`src/rtl/ptn_pkg.sv`:
```
`timescale 1ns / 1ps
// ----------------------------------------------------------------------------
// ptn_pkg
// Shared constants, codes and controller/datapath interface types for the
// gradient noise and turbulence block.
// ----------------------------------------------------------------------------
package ptn_pkg;

   localparam int FRAC_BITS = 16;
   localparam int GRAD_FRAC = 14;
   localparam int TAB_W     = 8;
   localparam int TAB_DEPTH = 1 << TAB_W;
   localparam int GRAD_W    = 16;
   localparam int PT_W      = 32;
   localparam int OUT_W     = 20;
   localparam int OCT_W     = 4;
   localparam int MAX_OCT   = 8;
   localparam int NOISE_W   = 26;
   localparam int ACC_W     = 28;
   localparam int FUNC_W    = 3;
   localparam int CSR_IDX_W = 4;
   localparam int CSR_DAT_W = 4;

   localparam int OUT_MAX = 262144;

   // function codes of the request channel
   localparam logic [FUNC_W-1:0] FUNC_EVAL   = 3'd0;
   localparam logic [FUNC_W-1:0] FUNC_GRAD   = 3'd1;
   localparam logic [FUNC_W-1:0] FUNC_PERM_X = 3'd2;
   localparam logic [FUNC_W-1:0] FUNC_PERM_Y = 3'd3;
   localparam logic [FUNC_W-1:0] FUNC_PERM_Z = 3'd4;

   // register indexes
   localparam logic [CSR_IDX_W-1:0] CSR_OCTAVES = 4'd0;
   localparam logic [CSR_IDX_W-1:0] CSR_MODE    = 4'd1;

   localparam logic [OCT_W-1:0] OCT_RESET  = 4'd7;
   localparam logic [OCT_W-1:0] OCT_LIMIT  = 4'(MAX_OCT);

   typedef struct packed {
      logic       load;
      logic       smooth_a;
      logic       smooth_b;
      logic       issue;
      logic [2:0] corner;
      logic       oct_end;
      logic [2:0] octave;
      logic       finish;
   } ptn_cmd_type;

   typedef struct packed {
      logic             busy;
      logic             out_free;
      logic [OCT_W-1:0] oct_limit;
   } ptn_status_type;

endpackage

```
`src/rtl/ptn_ctrl.sv`:
```
`timescale 1ns / 1ps
// ----------------------------------------------------------------------------
// ptn_ctrl
// Sequencer: per octave runs smoothstep, issues eight corners, waits for the
// pipeline to drain, folds the octave in; then loads the result register.
// ----------------------------------------------------------------------------
module ptn_ctrl (
   input  logic                        clock,
   input  logic                        reset,
   input  logic                        req_valid,
   output logic                        req_ready,
   input  logic [ptn_pkg::FUNC_W-1:0]  req_func,
   input  ptn_pkg::ptn_status_type     status,
   output ptn_pkg::ptn_cmd_type        cmd
);
   import ptn_pkg::*;

   localparam logic [2:0] S_IDLE     = 3'd0;
   localparam logic [2:0] S_SMOOTH_A = 3'd1;
   localparam logic [2:0] S_SMOOTH_B = 3'd2;
   localparam logic [2:0] S_ISSUE    = 3'd3;
   localparam logic [2:0] S_DRAIN    = 3'd4;
   localparam logic [2:0] S_OCT_END  = 3'd5;
   localparam logic [2:0] S_FINISH   = 3'd6;

   logic [2:0]       state_ff, state_in;
   logic [2:0]       corner_ff, corner_in;
   logic [OCT_W-1:0] octave_ff, octave_in;
   logic             accept;

   assign req_ready = (state_ff == S_IDLE);
   assign accept    = req_valid && req_ready;

   always_comb begin
      state_in     = state_ff;
      corner_in    = corner_ff;
      octave_in    = octave_ff;
      cmd          = '0;
      cmd.load     = accept;
      cmd.corner   = corner_ff;
      cmd.octave   = octave_ff[2:0];
      case (state_ff)
         S_IDLE: begin
            octave_in = '0;
            if (accept && req_func == FUNC_EVAL)
               state_in = (status.oct_limit == '0) ? S_FINISH : S_SMOOTH_A;
         end
         S_SMOOTH_A: begin
            cmd.smooth_a = 1'b1;
            state_in     = S_SMOOTH_B;
         end
         S_SMOOTH_B: begin
            cmd.smooth_b = 1'b1;
            corner_in    = '0;
            state_in     = S_ISSUE;
         end
         S_ISSUE: begin
            cmd.issue = 1'b1;
            corner_in = corner_ff + 3'd1;
            if (corner_ff == 3'd7) state_in = S_DRAIN;
         end
         S_DRAIN: begin
            if (!status.busy) state_in = S_OCT_END;
         end
         S_OCT_END: begin
            cmd.oct_end = 1'b1;
            octave_in   = octave_ff + OCT_W'(1);
            state_in    = (octave_in == status.oct_limit) ? S_FINISH : S_SMOOTH_A;
         end
         S_FINISH: begin
            // hold until the result register is free
            if (status.out_free) begin
               cmd.finish = 1'b1;
               state_in   = S_IDLE;
            end
         end
         default: state_in = S_IDLE;
      endcase
   end

   always_ff @(posedge clock) begin
      if (reset) begin
         state_ff  <= S_IDLE;
         corner_ff <= '0;
         octave_ff <= '0;
      end else begin
         state_ff  <= state_in;
         corner_ff <= corner_in;
         octave_ff <= octave_in;
      end
   end

endmodule

```
`config.mk`:
```
export PLATFORM = sky130hd
export DESIGN_NAME = ptn_ctrl
export DESIGN_NICKNAME = d
export VERILOG_FILES = /design/src/rtl/ptn_pkg.sv /design/src/rtl/ptn_ctrl.sv
export SDC_FILE = /design/constraint.sdc
export NUM_CORES = 1
export LEC_CHECK = 0
export BUFFER_PORTS_ARGS = -buffer_cell sky130_fd_sc_hd__buf_2
export CORE_UTILIZATION = 51
export CTS_CLUSTER_SIZE = 40
export DETAILED_ROUTE_END_ITERATION = 8
export HOLD_SLACK_MARGIN = 0.12
export PLACE_DENSITY = 0.81
export REMOVE_ABC_BUFFERS = 1
export SLEW_MARGIN = 20
export SYNTH_ARGS = -nofsm -noshare
export SYNTH_HDL_FRONTEND = slang
export SYNTH_SLANG_ARGS = --single-unit
```
`constraint.sdc`:
```
create_clock -name clock -period 4.1 [get_ports clock]
set_input_delay 0.41 -clock clock [delete_from_list [all_inputs] [get_ports clock]]
set_output_delay 0.41 -clock clock [all_outputs]
set_load 0.02 [all_outputs]
```
==> results.txt, run 1 <==
Startpoint of the most critical setup path: state_ff[0]
Post-cts sizing count: 0
Most frequent cell after synthesis: sky130_fd_sc_hd__nor2_1
Initial antenna violation count: 0
Class of the worst hold path: primary input to flip-flop
Ant diodes: 0
Detailed-route via count: 685
Die Y: 39.69 µm
Number of buffers inserted by port buffering: 24
Vias in the first global route: 508
EDFF count, synth: 0
FF-to-FF setup slack: 2410 ps
Least-Margin Pin Slew: 448.0 ps
Final count of hold timing violations: 0
Worst vdd ir: 0.1251 mV
Number of placed instances with taps included: 125
Initial Utilization: 54.99%
Reg-to-Reg Start: octave_ff[0]
Data arrival time of the critical path: 1460 ps
Critical Path Sink: cmd[4]
Data required time at the worst endpoint: 3690 ps
Delay contributed by the slowest stage of the critical path: 600 ps
Multi-input combinational cell area: 465.4 µm²
Cell area power density: 231.8 mW/mm²
Total of fill cells in the finished design: 121
Detailed-router iteration count before antenna repair: 4
Worst path buffer plus inverter count: 2
Vias/cell: 5.352
Cell-by-cell trace of the critical path: nand3_2 > inv_1 > buf_2
Die Span X: 39.69 µm
Aggregate negative setup slack: 0 ps
YS warnings: 0
Core area: 0.001318 mm²
Final net count: 130
Commonest cells post-synth: sky130_fd_sc_hd__nor2_1, sky130_fd_sc_hd__dfxtp_1, sky130_fd_sc_hd__a21oi_1, sky130_fd_sc_hd__nand2_1, sky130_fd_sc_hd__o21ai_0
Clock transition at path regs: 70 ps
Number of antenna-violating nets in the routed design: 0
Critical path's top delay family: flip-flops
Area taken by flip-flops and latches: 200.2 µm²
Async set or reset register ratio after synthesis: 0%
CP Max Fanout: 13
Setup Skew: 7.246 ps
Post-synth top area share: 27.63%
Netlist cell types: 32
Routed wire length per instance: 11.32 µm
Category of the worst setup path capture point: output port
Buffers inserted during post-CTS setup optimization: 0
Period Utilization, post-route: 45.70%
Leakage power total: 0.3980 nW
Overall track demand over capacity in global routing: 19.72%
TritonCTS clock tree: built
Register area share after synthesis: 27.63%
Number of max-cap violations: 0
Number of cells produced by synthesis: 94
Number of endpoints failing setup at the final stage: 0
FF+latch count, synth: 10
CTS max path bufs: 2
H-tree level count: 1
CTS Hold Bufs: 0
Fin crit period: 1874 ps
Depth of the worst register-to-register path: 6
Remaining max-slew budget at the tightest pin: 70.09%
Initial DRC Count: 12
Maximum clock frequency: 533.7 MHz
Startpoint Class: flip-flop
Worst reg2reg path endpoint: state_ff[0]
DRC violations left: 0
Root Buffer Master: sky130_fd_sc_hd__clkbuf_4
Minimum setup slack in the final design: 2226 ps
Final number of max-transition violations: 0
Share of cells above drive strength 1: 30.09%
Half-perimeter wire length after placement: 1.123 mm
IO Count: 25
First-pass GRT wire length: 2.049 mm
RSZ-0062 raised after global routing: false
Area of the die: 0.001575 mm²
Routability congestion estimate: 0.7626
Total routed wirelength: 1.449 mm
Synth-to-layout area growth: 15.72%
Synth area leaders: sky130_fd_sc_hd__dfxtp_1, sky130_fd_sc_hd__nor2_1, sky130_fd_sc_hd__a21oi_1
Number of standard cells in the layout, taps in and fillers out: 128
Top FF cell, synth: sky130_fd_sc_hd__dfxtp_1
Global route total overflow: 0
Cell area after technology mapping: 724.4 µm²
Worst Setup Slack post-DPL: 2436 ps
Post-synthesis area per instance: 7.707 µm²
Total clock buffers created by CTS: 3
Total stage count of the critical path: 3
Pin count of the biggest net entering global routing: 14
CP max-delay cell: sky130_fd_sc_hd__dfxtp_1
Site row count: 13
Insertion delay to the later sink of the worst-skew pair: 270 ps
Outcome: finished, final reports clean
Crit Path Category: flip-flop to output port
Cell accounting for the most synthesized area: sky130_fd_sc_hd__dfxtp_1
Sink count of the clock tree: 10
==> final cells by class <==
| class | instances | share of cell area, % |
|---|---|---|
| inverter | 3 | 1.343 |
| sequential | 10 | 23.88 |
| clock buffer | 3 | 2.687 |
| tap | 15 | 2.239 |
| multi-input combinational | 73 | 55.52 |
| timing repair buffer | 24 | 14.33 |
==> metrics by stage <==
step	utilization (%)	hold WS (ps)	power [mW]	area, µm²
after floorplan	-	463.7	0.1170	676.9
after global placement	61.92	460.6	0.1285	815.8
after detailed placement	61.92	469.6	0.1289	815.8
after CTS	63.63	431.8	0.1981	838.3
after global routing	63.63	430.7	0.2047	838.3
final	63.63	441.5	0.1943	838.3
==> sequential cells by signal, indices dropped and copies added (netlist names) <==
signal     flops
octave_ff      4
corner_ff      3
state_ff       3
==> power breakdown <==
part / total [mW] / switching [mW] / internal [mW]
logic: 0.0266 / 0.0142 / 0.0125
registers: 0.100 / 0.00229 / 0.0978
clock network: 0.0676 / 0.0337 / 0.0339
total: 0.194 / 0.0502 / 0.144
==> layer usage <==
metal	part of all wire, %	GRT usage [%]	wire length, µm	vias to the layer above
li1	-	-	-	360
met1	46	22.64	662	305
met2	49	32.79	714	20
met3	5.0	8.523	72	0
met4	0	5.172	0	0
met5	0	0	0	-
==> worst min-delay path by stage <==
stage | start | cells past startpoint | end
after floorplan | octave_ff[3] | 2 | octave_ff[3]
after global placement | corner_ff[2] | 2 | corner_ff[2]
after detailed placement | corner_ff[2] | 2 | corner_ff[2]
after CTS | reset | 2 | state_ff[0]
after global routing | reset | 2 | state_ff[0]
final | reset | 2 | state_ff[0]
==> cells in the final DEF, fill, tap and decap left out, drive strengths merged <==
master	synthesis	routed
a21o	1	1
a21oi	9	9
a22oi	1	1
and2	3	3
buf	7	24
clkbuf	1	3
dfxtp	10	10
ha	3	3
inv	3	3
nand2	5	5
nand2b	3	3
nand3	5	5
nand3b	1	1
nor2	15	15
nor2b	3	3
nor3	3	3
nor4	2	2
o211ai	1	1
o21ai	5	5
o32ai	2	2
o41ai	1	1
or2	2	2
or3	2	2
xnor2	3	3
xnor3	1	1
xor2	2	2
==> logic make-up after synthesis <==
group                    share of synthesized area (%)
flip-flops                                       27.63
XOR/XNOR                                         10.19
buffers and inverters                            8.117
AND/OR/NAND/NOR                                  31.95
adder cells (fa/ha/maj)                          5.182
AO/OA/AOI/OAI                                    16.93
(Power assumes the default switching activity.)
==> run 2: changes to the inputs <==
--- a/config.mk
+++ b/config.mk
@@ -6,11 +6,11 @@
 export NUM_CORES = 1
 export LEC_CHECK = 0
 export BUFFER_PORTS_ARGS = -buffer_cell sky130_fd_sc_hd__buf_2
-export CORE_UTILIZATION = 51
+export CORE_UTILIZATION = 48
 export CTS_CLUSTER_SIZE = 40
 export DETAILED_ROUTE_END_ITERATION = 8
 export HOLD_SLACK_MARGIN = 0.12
-export PLACE_DENSITY = 0.81
+export PLACE_DENSITY = 0.77
 export REMOVE_ABC_BUFFERS = 1
 export SLEW_MARGIN = 20
 export SYNTH_ARGS = -nofsm -noshare
==> constraint.sdc (replaced) <==
create_clock -name clock -period 1.9 [get_ports clock]
set_input_delay 0.19 -clock clock [delete_from_list [all_inputs] [get_ports clock]]
set_output_delay 0.19 -clock clock [all_outputs]
set_load 0.02 [all_outputs]
==> run 2 against run 1 <==
  * Worst hold slack worse by 220 ps
  * Combinational power increased by 120%
  * Cell area rose by 1.6%
  * Clock-buffer cell count rose by 1
  * Via count up 2.9%
  * Worst setup slack got worse by 2000 ps
  * Clock power grew to 2.8 times the previous value
  * Clock skew down 6.2 ps
==> results.txt, run 2 (synthesized netlist as in run 1, its figures left out) <==
Outcome: finished, final reports clean
Cell area power density: 543.0 mW/mm² (+130%)
Worst Setup Slack post-DPL: 247.7 ps (-2188 ps)
CP Max Fanout: 12 (-1)
Crit Path Category: flip-flop to output port
CP max-delay cell: sky130_fd_sc_hd__dfxtp_1
Vias in the first global route: 592 (+17%)
Final count of hold timing violations: 0 (unchanged)
Core area: 0.001350 mm² (+2.5%)
Clock transition at path regs: 70 ps (about the same)
Largest registers ranked by flip-flop count: octave_ff x4, corner_ff x3, state_ff x3
H-tree level count: 1 (unchanged)
Setup Skew: 1.051 ps (-6.195 ps)
Share of cells above drive strength 1: 30.70% (+0.61 points)
Global route total overflow: 0 (unchanged)
Buffers inserted during post-CTS setup optimization: 0 (unchanged)
Post-cts sizing count: 0 (unchanged)
Ant diodes: 0 (unchanged)
Detailed-route via count: 705 (+2.9%)
Number of antenna-violating nets in the routed design: 0 (unchanged)
DRC violations left: 0 (unchanged)
Minimum setup slack in the final design: 235.7 ps (-1990 ps)
Category of the worst setup path capture point: output port
Sink count of the clock tree: 10 (unchanged)
CTS max path bufs: 2 (unchanged)
Routed wire length per instance: 11.82 µm (+4.4%)
Leakage power total: 0.4052 nW (+1.8%)
Number of endpoints failing setup at the final stage: 0 (unchanged)
Most common cell after layout, fill and taps aside: sky130_fd_sc_hd__buf_2
Fin crit period: 1664 ps
Vias/cell: 5.465 (+2.1%)
Maximum clock frequency: 600.8 MHz
TritonCTS clock tree: built
RSZ-0062 raised after global routing: false
Final number of max-transition violations: 0 (unchanged)
Data arrival time of the critical path: 1470 ps (about the same)
Aggregate negative setup slack: 0 ps (unchanged)
Routability congestion estimate: 0.7472 (-2.0%)
Most frequent cells in the layout: sky130_fd_sc_hd__buf_2, sky130_fd_sc_hd__nor2_1, sky130_fd_sc_hd__dfxtp_1
Site row count: 13 (unchanged)
Detailed-router iteration count before antenna repair: 4 (unchanged)
Final net count: 130 (unchanged)
Least-Margin Pin Slew: 462.8 ps (+14.74 ps)
Total clock buffers created by CTS: 3 (unchanged)
Remaining max-slew budget at the tightest pin: 69.11% (-0.98 points)
First-pass GRT wire length: 2.332 mm (+14%)
Overall track demand over capacity in global routing: 21.01% (+1.3 points)
Initial antenna violation count: 0 (unchanged)
CTS Hold Bufs: 0 (unchanged)
Total of fill cells in the finished design: 138 (+14%)
Max FFs per register: 4 (unchanged)
Data required time at the worst endpoint: 1710 ps (-1980 ps)
Worst vdd ir: 0.3324 mV (+170%)
Delay contributed by the slowest stage of the critical path: 570 ps (-30 ps)
Root Buffer Master: sky130_fd_sc_hd__clkbuf_4
Die Span X: 40.85 µm (+2.9%)
Number of buffers inserted by port buffering: 24 (unchanged)
Reg with most FFs: octave_ff
Cell-by-cell trace of the critical path: nor2b_1 > nand2_1 > inv_1 > buf_2
Insertion delay to the later sink of the worst-skew pair: 260 ps (about the same)
Total routed wirelength: 1.525 mm (+5.2%)
Initial DRC Count: 9 (-3)
IO Count: 25 (unchanged)
Pin count of the biggest net entering global routing: 14 (unchanged)
Class of the worst hold path: primary input to flip-flop
Half-perimeter wire length after placement: 1.183 mm (+5.3%)
Initial Utilization: 53.66% (-1.3 points)
Area of the die: 0.001669 mm² (+5.9%)
Startpoint Class: flip-flop
Synth-to-layout area growth: 17.62%
Period Utilization, post-route: 87.60%
Die Y: 40.85 µm (+2.9%)
Number of max-cap violations: 0 (unchanged)
==> run 2: changes by cell type in the layout (fill, tap and decap cells not counted) <==
| cell | change |
|---|---|
| sky130_fd_sc_hd__clkbuf_8 | +1 |
==> run 2: cell type report <==
type                    instances  area [µm²]  area share (%)
flip-flops and latches         10       200.2           23.49
well taps                      15       18.77           2.203
clock buffers                   4       36.28           4.258
inverters                       3       11.26           1.322
multi-input cells              73       465.4           54.63
repair buffers                 24       120.1           14.10
==> run 2: final timing paths <==
path | from | end | slack [ps] | depth (start not counted)
hold / removal | reset | state_ff[0] | 230 | 2
setup / recovery | state_ff[1] | cmd[8] | 240 | 4
hold reg to reg | corner_ff[1] | corner_ff[1] | 480 | 2
setup reg to reg | octave_ff[0] | state_ff[0] | 240 | 6
==> run 2: power by group <==
part / total, mW / switching (mW) / leakage, nW / internal (mW)
sequential: 0.216 / 0.00515 / 0.0806 / 0.211
combinational: 0.0572 / 0.0303 / 0.304 / 0.0269
clock: 0.189 / 0.0731 / 0.0210 / 0.116
==> run 2: per-layer routing <==
metal / GRT usage, % / up-vias / wire length, µm
met5: 0 / - / 0
li1: - / 365 / -
met2: 37.89 / 21 / 751
met4: 3.333 / 0 / 0
met1: 22.88 / 319 / 699
met3: 8.696 / 0 / 74
==> run 2: metrics by stage <==
step,hold WS (ps),std cells,util (%),power (mW),area (µm²)
after floorplan,252.4,86,-,0.2526,676.9
after global placement,461.1,125,60.43,0.2777,815.8
after detailed placement,472.6,125,60.43,0.2780,815.8
after CTS,213.9,129,63.11,0.4683,852.1
after global routing,229.9,129,63.11,0.4851,852.1
final,225.8,129,63.11,0.4627,852.1
==> run 2: worst max-delay path, delay by kind of cell, from the launching register on <==
kind	cells	cell delay (ps)
DFF	1	570
and+or+nand+nor	2	400
buffers and inverters	2	250
==> run 3: changes to the inputs <==
--- a/config.mk
+++ b/config.mk
@@ -6,11 +6,12 @@
 export NUM_CORES = 1
 export LEC_CHECK = 0
 export BUFFER_PORTS_ARGS = -buffer_cell sky130_fd_sc_hd__buf_2
-export CORE_UTILIZATION = 48
+export CORE_UTILIZATION = 51
+export CTS_BUF_LIST = sky130_fd_sc_hd__clkbuf_8
 export CTS_CLUSTER_SIZE = 40
 export DETAILED_ROUTE_END_ITERATION = 8
 export HOLD_SLACK_MARGIN = 0.12
-export PLACE_DENSITY = 0.77
+export PLACE_DENSITY = 0.81
 export REMOVE_ABC_BUFFERS = 1
 export SLEW_MARGIN = 20
 export SYNTH_ARGS = -nofsm -noshare
==> run 3 against run 2 <==
  * Sequential share of layout area shrank 0.14 points
  * Sequential power is essentially flat
  * Sequential cell count is the same
  * Clock-buffer cell count shrank 1
  * Combinational power is essentially flat
==> results.txt, run 3 (synthesized netlist as in run 1, its figures left out) <==
Detailed-route via count: 694 (-1.6%)
Sink count of the clock tree: 10 (unchanged)
Worst vdd ir: 0.4822 mV (+45%)
Setup Skew: 1.524 ps (+0.4725 ps)
Number of standard cells in the layout, taps in and fillers out: 128 (-0.78%)
Maximum clock frequency: 601.5 MHz (+0.10%)
Final Hold Slack: 260.0 ps (+34.18 ps)
Startpoint Class: flip-flop
Final count of hold timing violations: 0 (unchanged)
CTS max path bufs: 2 (unchanged)
Class of the worst hold path: primary input to flip-flop
CP Max Fanout: 6 (-6)
TritonCTS clock tree: built
Share of cells above drive strength 1: 30.09% (-0.61 points)
Largest registers ranked by flip-flop count: octave_ff x4, corner_ff x3, state_ff x3
Routed wire length per instance: 11.81 µm (about the same)
Initial Utilization: 54.99% (+1.3 points)
Startpoint of the most critical setup path: octave_ff[0]
Initial antenna violation count: 0 (unchanged)
Die Span X: 39.69 µm (-2.8%)
Data required time at the worst endpoint: 2070 ps (+360 ps)
Remaining max-slew budget at the tightest pin: 69.73% (+0.62 points)
Site row count: 13 (unchanged)
IO Count: 25 (unchanged)
Clock transition at path regs: 50 ps (-20 ps)
Buffers inserted during post-CTS setup optimization: 0 (unchanged)
Max FFs per register: 4 (unchanged)
Total clock buffers created by CTS: 3 (unchanged)
Data arrival time of the critical path: 1830 ps (+360 ps)
Insertion delay to the later sink of the worst-skew pair: 230 ps (-30 ps)
Vias/cell: 5.422 (-0.79%)
Pin count of the biggest net entering global routing: 14 (unchanged)
Leakage power total: 0.4058 nW (+0.14%)
Outcome: finished, final reports clean
Most common cell after layout, fill and taps aside: sky130_fd_sc_hd__buf_2
Post-cts sizing count: 0 (unchanged)
Cell area power density: 573.8 mW/mm² (+5.7%)
Global route total overflow: 0 (unchanged)
First-pass GRT wire length: 2.139 mm (-8.3%)
Critical Path Sink: state_ff[0]
Final number of max-transition violations: 0 (unchanged)
Reg with most FFs: octave_ff
Ant diodes: 0 (unchanged)
Vias in the first global route: 546 (-7.8%)
Overall track demand over capacity in global routing: 20.33% (-0.68 points)
Area of the die: 0.001575 mm² (-5.6%)
Reg-to-Reg Start: octave_ff[0]
Aggregate negative setup slack: 0 ps (unchanged)
Final net count: 130 (unchanged)
RSZ-0062 raised after global routing: false
Number of antenna-violating nets in the routed design: 0 (unchanged)
Crit Path Category: flip-flop to flip-flop
Number of max-cap violations: 0 (unchanged)
Die Y: 39.69 µm (-2.8%)
Number of buffers inserted by port buffering: 24 (unchanged)
FF-to-FF setup slack: 240 ps (about the same)
Half-perimeter wire length after placement: 1.122 mm (-5.1%)
Period Utilization, post-route: 87.50% (-0.091 points)
Number of endpoints failing setup at the final stage: 0 (unchanged)
Number of placed instances with taps included: 125 (unchanged)
Core area: 0.001318 mm² (-2.4%)
Most frequent cells in the layout: sky130_fd_sc_hd__buf_2, sky130_fd_sc_hd__nor2_1, sky130_fd_sc_hd__dfxtp_1
Routability congestion estimate: 0.7601 (+1.7%)
H-tree level count: 1 (unchanged)
Worst reg2reg path endpoint: state_ff[0]
Fin crit period: 1663 ps (-1.728 ps)
DRC violations left: 0 (unchanged)
Category of the worst setup path capture point: flip-flop
Initial DRC Count: 12 (+3)
CTS Hold Bufs: 0 (unchanged)
Root Buffer Master: sky130_fd_sc_hd__clkbuf_8
Detailed-router iteration count before antenna repair: 4 (unchanged)
Synth-to-layout area growth: 18.31%
Depth of the worst register-to-register path: 6 (unchanged)
Least-Margin Pin Slew: 453.4 ps (-9.348 ps)
Total routed wirelength: 1.512 mm (-0.85%)
[run 3: where the power goes]
| group | leakage, nW | switching (mW) | internal (mW) |
|---|---|---|---|
| logic | 0.304 | 0.0306 | 0.0269 |
| registers | 0.0806 | 0.00508 | 0.212 |
| clock network | 0.0216 | 0.0791 | 0.138 |
| total | 0.406 | 0.115 | 0.377 |
[run 3: how the worst min path moves through the flow]
stage / end / start / cells after the start / slack, ps
finish: state_ff[0] / reset / 2 / 260
global route: state_ff[0] / reset / 2 / 270
CTS: state_ff[0] / reset / 2 / 260
detailed placement: corner_ff[1] / corner_ff[1] / 2 / 470
global placement: corner_ff[2] / corner_ff[2] / 2 / 460
floorplan: state_ff[0] / reset / 1 / 250
[run 3: worst max-delay path, stage by stage (launching register included)]
cell,delay [ps]
sky130_fd_sc_hd__dfxtp_1,420
sky130_fd_sc_hd__ha_1,250
sky130_fd_sc_hd__xnor3_1,330
sky130_fd_sc_hd__nand3_2,90
sky130_fd_sc_hd__nor3_1,50
sky130_fd_sc_hd__or3_1,360
sky130_fd_sc_hd__a21oi_2,110
[run 3: layout make-up]
cell class                 count  area (µm²)
fill                         117       460.4
tap                           15       18.77
multi-input combinational     73       465.4
sequential                    10       200.2
timing repair buffer          24       120.1
clock buffer                   3       41.29
inverter                       3       11.26
[run 3: metal layers]
metal,vias up,track usage (%),routed length (µm)
met5,-,0,0
met4,0,0,0
met3,0,8.523,52
met2,18,36.07,758
met1,318,23.73,701
li1,358,-,-
[run 3: through the flow]
stage | setup WS [ps] | util, % | total power, mW | instance area, µm²
2_1_floorplan | 177.2 | - | 0.2526 | 676.9
3_3_place_gp | 295.8 | 61.92 | 0.2773 | 815.8
3_5_place_dp | 253.7 | 61.92 | 0.2779 | 815.8
4_1_cts | 234.0 | 65.05 | 0.4959 | 857.1
5_1_grt | 131.3 | 65.05 | 0.5092 | 857.1
6_report | 237.4 | 65.05 | 0.4918 | 857.1
